### config.mk
export PLATFORM = sky130hd
export DESIGN_NAME = bor_ram
export DESIGN_NICKNAME = d
export VERILOG_FILES = /design/src/rtl/core/batch_order_restorer_top_assert.svh /design/src/rtl/core/bor_ram.sv
export SDC_FILE = /design/constraint.sdc
export NUM_CORES = 1
export LEC_CHECK = 0
export BUFFER_PORTS_ARGS = -buffer_cell sky130_fd_sc_hd__clkbuf_2
export CAP_MARGIN = 0
export CORE_ASPECT_RATIO = 0.9
export CORE_UTILIZATION = 55
export CTS_CLUSTER_SIZE = 24
export DETAILED_ROUTE_END_ITERATION = 8
export GPL_ROUTABILITY_DRIVEN = 1
export HOLD_SLACK_MARGIN = 0.12
export PLACE_DENSITY = 0.69
export SYNTH_ARGS = -nofsm -noshare
export SYNTH_HDL_FRONTEND = slang
export SYNTH_SLANG_ARGS = --single-unit
export TNS_END_PERCENT = 20
### constraint.sdc
create_clock -name i_clk -period 4.4 [get_ports i_clk]
set_clock_uncertainty 0.1 [all_clocks]
set_input_delay 0.44 -clock i_clk [delete_from_list [all_inputs] [get_ports i_clk]]
set_output_delay 0.44 -clock i_clk [all_outputs]
set_load 0.05 [all_outputs]
### src/rtl/core/batch_order_restorer_top_assert.svh
// assertion macros for the order restorer rtl
`ifndef BATCH_ORDER_RESTORER_TOP_ASSERT_SVH
`define BATCH_ORDER_RESTORER_TOP_ASSERT_SVH

// checked on every clock edge outside reset
`define BOR_ASSERT(label, prop, msg) \
    label: assert property (@(posedge i_clk) disable iff (!i_rst_n) prop) else $error(msg);

// checked on every clock edge, reset included
`define BOR_ASSERT_ALWAYS(label, prop, msg) \
    label: assert property (@(posedge i_clk) prop) else $error(msg);

`endif

### src/rtl/core/bor_ram.sv
// generic single-write, single-read ram with registered read data
`default_nettype none

module bor_ram #(
    parameter int WIDTH = 8,
    parameter int DEPTH = 16
) (
    input  wire logic                                       i_clk,
    input  wire logic                                       i_wr_en,
    input  wire logic [((DEPTH > 1) ? $clog2(DEPTH) : 1)-1:0] i_wr_addr,
    input  wire logic [WIDTH-1:0]                           i_wr_data,
    input  wire logic                                       i_rd_en,
    input  wire logic [((DEPTH > 1) ? $clog2(DEPTH) : 1)-1:0] i_rd_addr,
    output logic      [WIDTH-1:0]                           o_rd_data
);

    logic [WIDTH-1:0] r_mem [DEPTH];

    always_ff @(posedge i_clk) begin
        if (i_wr_en) begin
            r_mem[i_wr_addr] <= i_wr_data;
        end
        // read data holds while no read is issued
        if (i_rd_en) begin
            o_rd_data <= r_mem[i_rd_addr];
        end
    end

endmodule

`default_nettype wire

-- Yosys cells after proc, flatten, opt, wreduce, memory -nomap -nowiden
Memories as Yosys holds them, arrays and structs flattened. A register that Yosys moved wholly into a read port is not among the register bits.
Index checks and enable logic that the tools add are counted.
- bits in registers: 0
- latch bits: 0
- RAM bits: 128
- bits in read-only memories: 0
- input port bits: 19
- output and inout bits: 8
- logic and storage cells: 3
- memories kept: 1
- memories (name ; words ; width ; rd ports ; clocked after memory_dff ; wr ports ; RTL line ; RTL):
    r_mem ; 16 ; 8 ; 1 ; 1 ; 1 ; bor_ram.sv:17 ; logic [WIDTH-1:0] r_mem [DEPTH];
- $add $sub $neg: 0
- multipliers: 0
- div/mod/pow operators: 0
- $lt $le $gt $ge: 0
- eq/ne operators: 0
- shift-type cells: 0
- multiplexer cells: 2
- bitwise gates (word level): 0
- reductions and logical operators: 0
- operators with widths (cell ; number):
    1-bit two-way mux ; 2

-- Depth between registers and ports, before layout
- depth after elaboration: 2
- mapped depth: 5
- gate-level depth less buffers: 3

-- Least setup slack after synthesis
No wires, ideal clock.
- kind: input-to-reg
- from: in i_wr_addr[2] (netlist bit)
- to: mem r_mem[0][0] (enable)
- library setup time: 0.383 ns
- arrival time: 1.550 ns
- required time: 3.917 ns
- setup slack: 2.367 ns
- cell stages on the path: 2
- path buffers: 0
- cell sequence: or3b_2 nor3_1
- RTL lines (what ; RTL line ; RTL):
    from (decl) ; bor_ram.sv:10 ; input wire logic [((DEPTH > 1) ? $clog2(DEPTH) : 1)-1:0] i_wr_addr,
    to (decl) ; bor_ram.sv:17 ;
No word-level cell before the write port.

==> reports/qor.txt <==
Status: complete, no violations
Worst setup EP type: register
TritonCTS clock tree: built
Number of CTS-inserted buffers: 17
First-pass GRT wire length: 14.32 mm
Part of the power in registers: 51.9%
Total Routing Usage GR: 21.56%
Initial antenna violation count: 0
Core area: 0.009166 mm2
Starting Density: 57.03%
Seq/Total Area, Yosys: 78.12%
# H-tree levels: 4
DR iter-0 viols: 157
DRT Pass-1 Iters: 5
Fin. Hold Viols: 0
Synth top area share: 78.12%
DP HPWL: 5.803 mm
CP Launch Type: input pin
Net load switching power: 0.6270 mW
Port bufs: 26
Setup violations, final: 0
Met2 wire length: 4.601 mm
Internal Pwr Total: 2.200 mW
Pin count of the biggest net entering global routing: 33
DRC errors left: 0
GP Congestion: 0.6704
Vias in the first global route: 2368
Critical path data arrival time: 2.36 ns
Hold slack: 0.2261 ns
RSZ-0062 raised after global routing: false
Die Ht: 94.49 um
Mean post-synth cell area: 22.83 um2
Routed WL per cell: 23.55 um
Syn Std Cell Area: 0.005228 mm2
Synth top area cells: edfxtp_1, mux4_2, mux4_1
Vias per inst: 6.015
Dpl ws: 1.610 ns
PnR worst setup slack: 2.198 ns
Clock share of power: 42.9%
Leak: 1.972 nW
Top Layer Used: met4
Final core occ: 65.23%
Synthesized flop and latch total: 136
Clk sinks: 136
WL met3: 673 um
Yosys cell types: 18
Relative slew slack: 34.03%
Worst Hold Class: in2reg
Slew @ Worst Pin: 0.9860 ns
Pwr dens: 472.8 mW/mm2
Clock transition at path regs: 0.06 ns
Antenna Nets Post-Route: 0
Metal-1 WL: 4.116 mm
Final Net Count: 287
Post-CTS setup buffers: 0
Area delta synth->final: 14.38%
Final worst-path cycle share: 50.04%
# resized after CTS: 0
Placed Instances: 371
Post-Synthesis Cells: 229
Dominant cell type by area after synthesis: edfxtp_1
Die width: 104.8 um
F_max: 0.4542 GHz
Cts hold-fix bufs: 0
Post-Layout Cell Count: 403
Peak VDD IR: 0.4747 mV
Max-slew violations: 0
DR vias: 2424
Fillers: 610
Setup CP Type: in2reg
Worst-path maximum fanout: 26
Sw Ratio: 22.18%
Routed WL: 9.492 mm
Max clock buf depth: 2
CTS root buffer: clkbuf_8
FP Rows: 33
Tmin final: 2.202 ns
Syn_nets: 248
Critical path data required time: 4.56 ns
Maxcap violations: 0
# diodes: 0
Total grt overflow: 0
Skew-Pair Late Insertion Delay: 0.51 ns
Fin Setup TNS: 0 ns
I/O Pins: 27
Layout cells sized above 1: 28.83%
DIE AREA: 0.009899 mm2
Logic pwr share: 5.1%
Synth warnings: 0
registers in the layout, summed over array words and instances (netlist names):
signal     count
o_rd_data      8
r_mem        128
stage by stage:
stage	area (um2)	total power, mW
after global placement	5459	1.638
after CTS	5979	2.848
after global routing	5979	2.910
after floorplan	5228	1.588
final	5979	2.827
after detailed placement	5459	1.642
layout by cell type (no fill, tap or decap), drive strengths merged:
| master | instances |
|---|---|
| a22oi | 16 |
| and2 | 1 |
| and2b | 1 |
| buf | 4 |
| clkbuf | 43 |
| clkinv | 6 |
| clkinvlp | 7 |
| edfxtp | 136 |
| inv | 2 |
| mux4 | 32 |
| nand2 | 9 |
| nand2b | 2 |
| nand3 | 1 |
| nand3b | 2 |
| nor2 | 13 |
| nor2b | 1 |
| nor3 | 4 |
| or3b | 1 |
routing by layer:
metal  vias up  global-route usage (%)
li1       1060                       -
met1      1254                   30.80
met2       103                   31.84
met3         7                   6.349
met4         0                   8.568
met5         -                       0
area by class of cell:
cell class                 count  area, um2  area share [%]
timing repair buffer          30      160.2           2.678
tap                          122      152.6           2.553
clock inverter                15      106.4           1.779
sequential                   136       4084           68.30
multi-input combinational     83       1062           17.77
clock buffer                  17      414.1           6.926
synth_stat cells:
master,n
clkdlybuf4s25_2,3
buf_4,1
or3b_2,1
buf_2,3
nor2_1,13
mux4_1,14
mux4_2,18
nand3_1,1
buf_6,3
and2_1,1
nand2b_1,2
nand3b_1,2
and2b_1,1
edfxtp_1,136
a22oi_1,16
nor3_1,4
nor2b_1,1
nand2_1,9
worst max-delay path, stage by stage:
cell	delay [ns]
clkbuf_2	0.67
buf_4	0.33
mux4_1	0.57
a22oi_1	0.26
nand2_1	0.08
worst paths after layout:
kind | startpoint | end | slack (ns) | depth (start not counted)
max | i_rd_addr[0] | o_rd_data[3] | 2.20 | 5
min | i_wr_data[2] | r_mem[4][2] | 0.23 | 1
max reg2reg | r_mem[11][6] | o_rd_data[6] | 2.80 | 3
min reg2reg | r_mem[14][7] | o_rd_data[7] | 0.66 | 3
cells by family after synthesis:
logic type	share of synthesized area, %
buffers and inverters	1.651
DFF	78.12
and+or+nand+nor	3.136
muxes	14.79
AOI/OAI and AO/OA	2.298
power groups by stage:
stage	sequential (mW)	combinational [mW]	clock, mW
6_report	1.47	0.145	1.21
5_1_grt	1.47	0.157	1.28
4_1_cts	1.47	0.148	1.23
3_5_place_dp	1.50	0.147	0
3_3_place_gp	1.49	0.143	0
2_1_floorplan	1.51	0.0737	0
(Power assumes the default switching activity.)
